[src/hw/rtl/kidi_ram.sv]
module kidi_ram #(
  parameter int unsigned WIDTH = 8,
  parameter int unsigned DEPTH = 16
) (
  input  logic                                  clk,
  input  logic                                  we,
  input  logic [(DEPTH > 1 ? $clog2(DEPTH) : 1)-1:0] waddr,
  input  logic [WIDTH-1:0]                      wdata,
  input  logic [(DEPTH > 1 ? $clog2(DEPTH) : 1)-1:0] raddr,
  output logic [WIDTH-1:0]                      rdata
);

  logic [WIDTH-1:0] mem [DEPTH];

  // one write port, one registered read port
  always_ff @(posedge clk) begin
    if (we) begin
      mem[waddr] <= wdata;
    end
    rdata <= mem[raddr];
  end

endmodule

[config.mk]
export PLATFORM = sky130hd
export DESIGN_NAME = kidi_ram
export DESIGN_NICKNAME = d
export VERILOG_FILES = /design/src/hw/rtl/kidi_ram.sv
export SDC_FILE = /design/constraint.sdc
export NUM_CORES = 1
export LEC_CHECK = 0
export BUFFER_PORTS_ARGS = -buffer_cell sky130_fd_sc_hd__buf_2
export CORE_MARGIN = 1.5
export CORE_UTILIZATION = 30
export CTS_CLUSTER_SIZE = 14
export DETAILED_ROUTE_END_ITERATION = 10
export PLACE_DENSITY = 0.53
export SYNTH_ARGS = -nofsm -noshare
export SYNTH_HDL_FRONTEND = slang
export SYNTH_SLANG_ARGS = --single-unit
[constraint.sdc]
create_clock -name clk -period 3 [get_ports clk]
set_clock_uncertainty 0.1 [all_clocks]
set_input_delay 0.6 -clock clk [delete_from_list [all_inputs] [get_ports clk]]
set_output_delay 0.6 -clock clk [all_outputs]
set_load 0.01 [all_outputs]
Word level (Yosys, flattened, before mapping)
Memories as Yosys holds them, arrays and structs flattened. A register that Yosys moved wholly into a read port is not among the register bits.
Cells that the tools add are included.

word-level totals
  memories = 1
  bits of input ports = 18
  output and inout port bits = 8
  word-level logic and storage cells = 3
  bits in writable memories = 128
  register bits = 0

memory list
  name  words  width  rd ports  clocked after Yosys merged registers in  wr ports  RTL line  source
  mem   16     8      1         1                                        1         13        logic [WIDTH-1:0] mem [DEPTH];

cells by class
  muxes and demuxes = 2

operator list
  kind               count
  two-way mux 1 bit  2

Depth between registers and ports, before layout
Gate-level depths: netlist (run 1).

  depth in word-level cells = 2
  gate-level depth with buffers = 5
  gate-level depth less buffers = 3

Worst setup path before layout (run 1)
Ideal clock, no wire load.

  kind = input -> register
  start = in waddr[2] in the netlist's numbering
  end = mem mem[0][0] (enable)
  stages on the path = 2
  data arrival time = 1.710 ns
  setup slack = 0.807 ns
  data required time = 2.517 ns
  buffers on the path = 0
  setup time = 0.383 ns
  cell sequence = or3b_2 > nor3_1

RTL lines
  what         RTL line  source
  from (decl)  7         input logic [(DEPTH > 1 ? $clog2(DEPTH) : 1)-1:0] waddr,
  to (decl)    13

No word-level cell before the write port.

Final worst setup path (run 1)
  start = in waddr[2] in the netlist's numbering
  end = mem mem[1][7] (enable)

No word-level cell before the write port.

==> results.yml, run 1 <==
power_and_ir_drop:
  leakage_nw: 2.05
  peakVddDrop_mv: 0.377
  power_density_nw_per_um2: 685
  finalPower_mw: 4.21
critical_path:
  path_class: "in2reg"
  max_stage_delay_ns: 0.62
  start_kind: "input port"
  endpoint_kind: "register"
  critPathSlowestCell: "nor2_1"
  ff2ff_path_depth: 3
  crit_arrival_ns: 1.84
  required_ns: 2.94
  path_max_fanout: 8
  crit_chain: "buf_2 > or3b_2 > nor2_1"
sta:
  worst_slew_pin_slew_ns: 0.778
  min_period_ns: 1.90
  fmax_ghz: 0.526
  setup_viol: 0
  setup_tns_ns: 0
  min_period_over_period_pct: 63.4
  whs_ns: 0.468
  hold_viol_final: 0
  setup_slack_ns: 1.10
  drv_slew: 0
  timing.slew.headroom_pct: 48.0
  rsz0062_at_grt: "false"
clock_network:
  cts_resized: 0
  postCtsSetupBuffers: 0
  hold_buffers: 0
  root_buffer: "clkbuf_16"
  clock_latency_ns: 0.42
  htree_levels: 4
  tritoncts: "yes"
  cts_sinks: 136
  cts_buffers: 17
  clkSlewWorstSetupHoldPaths_ns: 0.06
  clock_path_buffers: 2
synth:
  yosysSeqAreaShare_pct: 77.8
  synth_area_um2: 5150
  synth_top_area_share_pct: 74.7
  synthCells: 229
  synth.distinct_cells: 19
  synth_largest_area_cell: "edfxtp_1"
  syn-num-nets: 247
  yosys_warnings: 0
  yosys-top-cells-area: "edfxtp_1 75%, mux4_2 7.9%, mux4_1 7.1%"
  synth_seq_cells: 136
  avgSynthCellArea_um2: 22.5
place:
  dp_slack_ns: 0.610
  place.gp.congestion: 0.751
  postPlaceCellArea_um2: 5600
  numPortBuffers: 25
  dp_hpwl_um: 6540
global_route:
  overflow: 0
  grt_pass1_vias: 2538
  antenna_found_initial: 0
  grt_pass1_wl_um: 15200
  grtUsageTotal_pct: 12.1
  grt_max_degree: 33
floorplanning:
  die-height_um: 134
  core_um2: 16700
  die_area_um2: 18000
  die_width_um: 134
  fp-row-count: 47
  num_io_pins: 26
  initial_core_util_pct: 30.8
routing:
  postRouteWirelength_um: 9980
  dr.first_iter.drc_count: 231
  routedWlPerCell_um: 19.5
  vias: 2400
  viasPerCell: 4.68
  drc: 0
  drt_first_pass_iters: 5
  ant_nets: 0
outcome:
  status: "completed"
min_path:
  hold_path_class: "in2reg"
  hold_depth: 1
layout:
  syn2layout_area_growth_pct: 19.3
  final_common_cell: "edfxtp_1"
  nets: 298
  final_cell_mix: "128 x edfxtp_1, 25 x buf_2, 18 x mux4_2"
  final_cell_area_um2: 6140
  drive_gt1_share_pct: 29.4
  diodes: 0
flow_run:
  maxCapViolCount: 0
-- Yosys cell counts (all sizes together) --
cell type	number
clkdlybuf4s25	3
or3b	1
nand2b	2
buf	7
mux4	32
and2	1
nor2	13
nand3	1
nor3	4
edfxtp	128
nor2b	1
nand3b	2
a22oi	16
nand2	9
and2b	1
dfxtp	8
-- registers in the layout, indices dropped and copies added (netlist names) --
name and cells:
mem 128, rdata 8
-- layout make-up --
type	instances	area, µm²
multi-input cells	83	1060
repair buffers	42	265
flip-flops and latches	136	4000
fillers	1559	10600
well taps	220	275
clock buffers	28	517
clock inverters	4	21.3
-- path summary, 6_finish.rpt --
kind | startpoint | end | slack (ns)
setup / recovery | waddr[2] | mem[1][7] | 1.10
hold / removal | wdata[6] | mem[14][6] | 0.47
setup reg to reg | mem[0][0] | rdata[0] | 1.49
hold reg to reg | mem[8][4] | rdata[4] | 0.58
-- per-layer routing --
metal  track usage [%]  vias to the layer above  share of wire, %
met3              4.76                       16               5.4
met2              17.0                       61                45
met1              17.0                     1250                49
met4              3.99                        0               1.3
met5                 0                        -                 0
li1                  -                     1073                 -
-- power by group --
part           leakage [nW]  total (mW)  switching, mW  internal [mW]
Sequential             1.22        2.14         0.0143           2.13
Combinational         0.565       0.199          0.115         0.0831
Clock                 0.262        1.87          0.709           1.16
-- per-stage QoR --
stage          std cells  utilization (%)
6_report             513             36.8
2_1_floorplan        229                -
4_1_cts              513             36.8
3_5_place_dp         481             33.5
3_3_place_gp         481             33.5
5_1_grt              513             36.8
-- worst max-delay path, delay by kind of cell --
family	cells	cell delay (ns)
buf+inv	1	0.11
simple gates	2	1.13
-- logic make-up (layout without fill, tap and decap cells) --
group / count (synthesis) / in the layout / synth area share (%)
flops: 136 / 136 / 77.8
simple gates: 35 / 35 / 3.18
compound gates: 16 / 16 / 2.33
mux: 32 / 32 / 15.0
buf+inv: 10 / 74 / 1.68
(Power assumes the default switching activity.)
==> inputs of run 2 (changes only) <==
- PLACE_DENSITY: 0.53 -> 0.54
- clock period: 3 -> 1.6 ns (I/O delays scaled with it)
==> results.yml, run 2 (synthesis results as in run 1) <==
layout:
  layoutNonFillerInstCount: 530
  utilization_pct: 37.7
  final_cell_mix: "128 x edfxtp_1, 31 x buf_4, 25 x buf_2"
  largest_reg_flops: 128
  final_common_cell: "edfxtp_1"
  diodes: 0
  reg.largest.list: "mem x128, rdata x8"
  regMostFlops: "mem"
  syn2layout_area_growth_pct: 22.2
  nets: 315
  drive_gt1_share_pct: 34.2
global_route:
  overflow: 0
  grtUsageTotal_pct: 13.0
  grt_pass1_wl_um: 16200
  grt_pass1_vias: 2683
  grt_max_degree: 17
  antenna_found_initial: 1
critical_path:
  path_max_fanout: 1
  crit_buf_inv: 0
  path_class: "reg2reg"
  start_kind: "register"
  max_stage_delay_ns: 0.47
  critPathSlowestCell: "mux4_2"
  crit_chain: "mux4_2 > a22oi_1 > nand2_1"
  crit_family: "multiplexers"
  crit_arrival_ns: 1.63
  required_ns: 1.79
  endpoint_kind: "register"
routing:
  drc: 0
  drt_first_pass_iters: 4
  vias: 2459
  ant_nets: 0
  viasPerCell: 4.64
  dr.first_iter.drc_count: 237
  routedWlPerCell_um: 19.8
  postRouteWirelength_um: 10500
sta:
  setup_viol: 0
  hold_viol_final: 0
  min_period_over_period_pct: 90.0
  rsz0062_at_grt: "false"
  worst_slew_pin_slew_ns: 0.648
  min_period_ns: 1.44
  drv_slew: 0
  timing.slew.headroom_pct: 56.7
  fmax_ghz: 0.694
  setup_slack_ns: 0.160
clock_network:
  cts_sinks: 136
  cts_buffers: 17
  hold_buffers: 0
  clkSlewWorstSetupHoldPaths_ns: 0.05
  tritoncts: "yes"
  postCtsSetupBuffers: 0
  clock_path_buffers: 2
  cts_resized: 0
  clock_latency_ns: 0.41
  htree_levels: 4
  root_buffer: "clkbuf_16"
power_and_ir_drop:
  leakage_nw: 2.14
  peakVddDrop_mv: 0.757
  power_density_nw_per_um2: 1250
place:
  dp_slack_ns: -0.289
  placedCellCount: 498
  place.gp.congestion: 0.699
  numPortBuffers: 25
  dp_hpwl_um: 6820
floorplanning:
  die_area_um2: 18000
  core_um2: 16700
  fp-row-count: 47
  die_width_um: 134
  die-height_um: 134
  initial_core_util_pct: 30.8
  num_io_pins: 26
min_path:
  hold_path_class: "in2reg"
outcome:
  status: "completed"
flow_run:
  maxCapViolCount: 0
## run 2: layer usage
metal | up-vias | track usage (%) | part of all wire, %
met5 | - | 0 | 0.12
met4 | 2 | 4.89 | 1.6
met3 | 14 | 4.80 | 5.1
met2 | 56 | 20.6 | 49
met1 | 1278 | 16.5 | 45
li1 | 1109 | - | -
## run 2: layout make-up
cell class / count / area [µm²]
clock buffers: 20 / 437
flip-flops and latches: 136 / 4000
fillers: 1556 / 10400
repair buffers: 59 / 418
well taps: 220 / 275
clock inverters: 12 / 85.1
multi-input cells: 83 / 1070
## run 2: report_power, final
group	leakage [nW]	total, mW	switching, mW	internal, mW
logic	0.661	0.410	0.223	0.187
registers	1.22	4.01	0.0247	3.98
clock network	0.253	3.44	1.35	2.09
## run 2: worst reg2reg max path, delay by kind of cell, from the launching register on
kind / cells / cell delay, ns
compound gates: 1 / 0.31
flops: 1 / 0.36
mux: 1 / 0.47
simple gates: 1 / 0.08
## run 2: final timing paths
path	start	depth (start not counted)	end	slack, ns
setup / recovery	mem[10][6]	3	rdata[6]	0.16
hold / removal	wdata[7]	1	mem[2][7]	0.19
setup reg to reg	mem[10][6]	3	rdata[6]	0.16
hold reg to reg	mem[15][2]	3	rdata[2]	0.56
## run 2: through the flow
| step | total power, mW | hold slack, ns | setup TNS [ns] | cell area, µm² |
|---|---|---|---|---|
| 2_1_floorplan | 4.29 | 0.319 | -2.62 | 5160 |
| 3_3_place_gp | 4.49 | 0.551 | -4.65 | 5770 |
| 3_5_place_dp | 4.50 | 0.554 | -4.94 | 5770 |
| 4_1_cts | 7.95 | 0.178 | 0 | 6290 |
| 5_1_grt | 8.15 | 0.178 | 0 | 6290 |
| 6_report | 7.86 | 0.189 | 0 | 6290 |
==> inputs of run 3 (changes only) <==
- PLACE_DENSITY: 0.54 -> 0.55
==> results.yml, run 3 (synthesis results as in run 1) <==
power_and_ir_drop:
  peakVddDrop_mv: 0.733
  power_density_nw_per_um2: 1240
  leakage_nw: 2.17
  finalPower_mw: 7.90
critical_path:
  crit_family: "multiplexers"
  crit_buf_inv: 1
  crit_arrival_ns: 1.68
  max_stage_delay_ns: 0.47
  required_ns: 1.80
  start_kind: "register"
  crit_chain: "mux4_2 > a22oi_1 > buf_4 > nand2_1"
  path_max_fanout: 1
  path_class: "reg2reg"
  endpoint_kind: "register"
  critPathSlowestCell: "mux4_2"
routing:
  postRouteWirelength_um: 10700
  met3_length_um: 437
  ant_nets: 0
  vias: 2510
  viasPerCell: 4.72
  drc: 0
  top_layer: "met4"
  drt_first_pass_iters: 4
  routedWlPerCell_um: 20.1
  dr.first_iter.drc_count: 302
  met2_length_um: 5200
  wl_met1_um: 4970
sta:
  whs_ns: 0.188
  hold_viol_final: 0
  rsz0062_at_grt: "false"
  timing.slew.headroom_pct: 43.4
  min_period_over_period_pct: 92.8
  min_period_ns: 1.48
  worst_slew_pin_slew_ns: 0.846
  drv_slew: 0
  fmax_ghz: 0.674
  setup_viol: 0
clock_network:
  cts_resized: 0
  clock_path_buffers: 2
  clkSlewWorstSetupHoldPaths_ns: 0.06
  hold_buffers: 0
  root_buffer: "clkbuf_16"
  htree_levels: 4
  tritoncts: "yes"
  cts_buffers: 17
  cts_sinks: 136
  clock_latency_ns: 0.41
  postCtsSetupBuffers: 0
layout:
  reg.largest.list: "mem x128, rdata x8"
  regMostFlops: "mem"
  largest_reg_flops: 128
  n_fill_cell: 1529
  final_common_cell: "edfxtp_1"
  final_cell_mix: "128 x edfxtp_1, 28 x buf_4, 25 x buf_2"
  drive_gt1_share_pct: 35.3
  syn2layout_area_growth_pct: 23.9
  nets: 317
  final_cell_area_um2: 6380
  diodes: 0
min_path:
  hold_path_class: "in2reg"
floorplanning:
  core_um2: 16700
  die_area_um2: 18000
  die-height_um: 134
  fp-row-count: 47
  die_width_um: 134
  num_io_pins: 26
  initial_core_util_pct: 30.8
place:
  dp_hpwl_um: 7150
  place.gp.congestion: 0.726
  numPortBuffers: 25
  postPlaceCellArea_um2: 5850
global_route:
  grt_pass1_vias: 2773
  antenna_found_initial: 0
  grtUsageTotal_pct: 13.3
  overflow: 0
  grt_pass1_wl_um: 16900
  grt_max_degree: 24
flow_run:
  maxCapViolCount: 0
outcome:
  status: "completed"
-- run 3: cell types whose count changed in the layout (fill, tap and decap cells not counted) --
cell	change
clkbuf_1	+2
clkinv_1	-4
clkinv_4	+2
buf_4	-3
buf_12	+5
bufinv_16	-1
clkbuf_8	+3
clkinv_2	-2
-- run 3: final timing paths --
path	from	to	slack (ns)	depth (start not counted)
min reg2reg	mem[4][2]	rdata[2]	0.57	3
max	mem[10][7]	rdata[7]	0.12	4
min	wdata[6]	mem[7][6]	0.19	1
max reg2reg	mem[10][7]	rdata[7]	0.12	4
-- run 3: report_power, final --
group	internal [mW]	switching (mW)
clock	2.10	1.37
sequential	3.98	0.0204
combinational	0.202	0.231
-- run 3: metrics by stage --
stage	setup WS (ns)	util, %	std cells	TNS (ns)
2_1_floorplan	-0.0861	-	229	-2.62
5_1_grt	0.0655	38.2	532	0
4_1_cts	0.120	38.2	532	0
3_5_place_dp	-0.297	35.0	500	-4.95
6_report	0.116	38.2	532	0
3_3_place_gp	-0.275	35.0	500	-4.70
-- run 3: per-layer routing --
layer / vias up / GRT usage (%)
li1: 1114 / -
met5: - / 0
met1: 1331 / 18.0
met4: 0 / 4.53
met2: 59 / 20.6
met3: 6 / 3.82
-- run 3: cell type report --
class | instances | area, µm² | area share [%]
clock buffer | 25 | 485 | 7.61
timing repair buffer | 61 | 495 | 7.77
clock inverter | 7 | 47.5 | 0.745
multi-input combinational | 83 | 1070 | 16.8
tap | 220 | 275 | 4.31
sequential | 136 | 4000 | 62.8
-- run 3: worst reg2reg max path: cells and delay by family, from the launching register on --
family | cells | cell delay, ns
AO/OA/AOI/OAI | 1 | 0.22
AND/OR/NAND/NOR | 1 | 0.05
multiplexers | 1 | 0.47
flip-flops | 1 | 0.37
buffers and inverters | 1 | 0.15
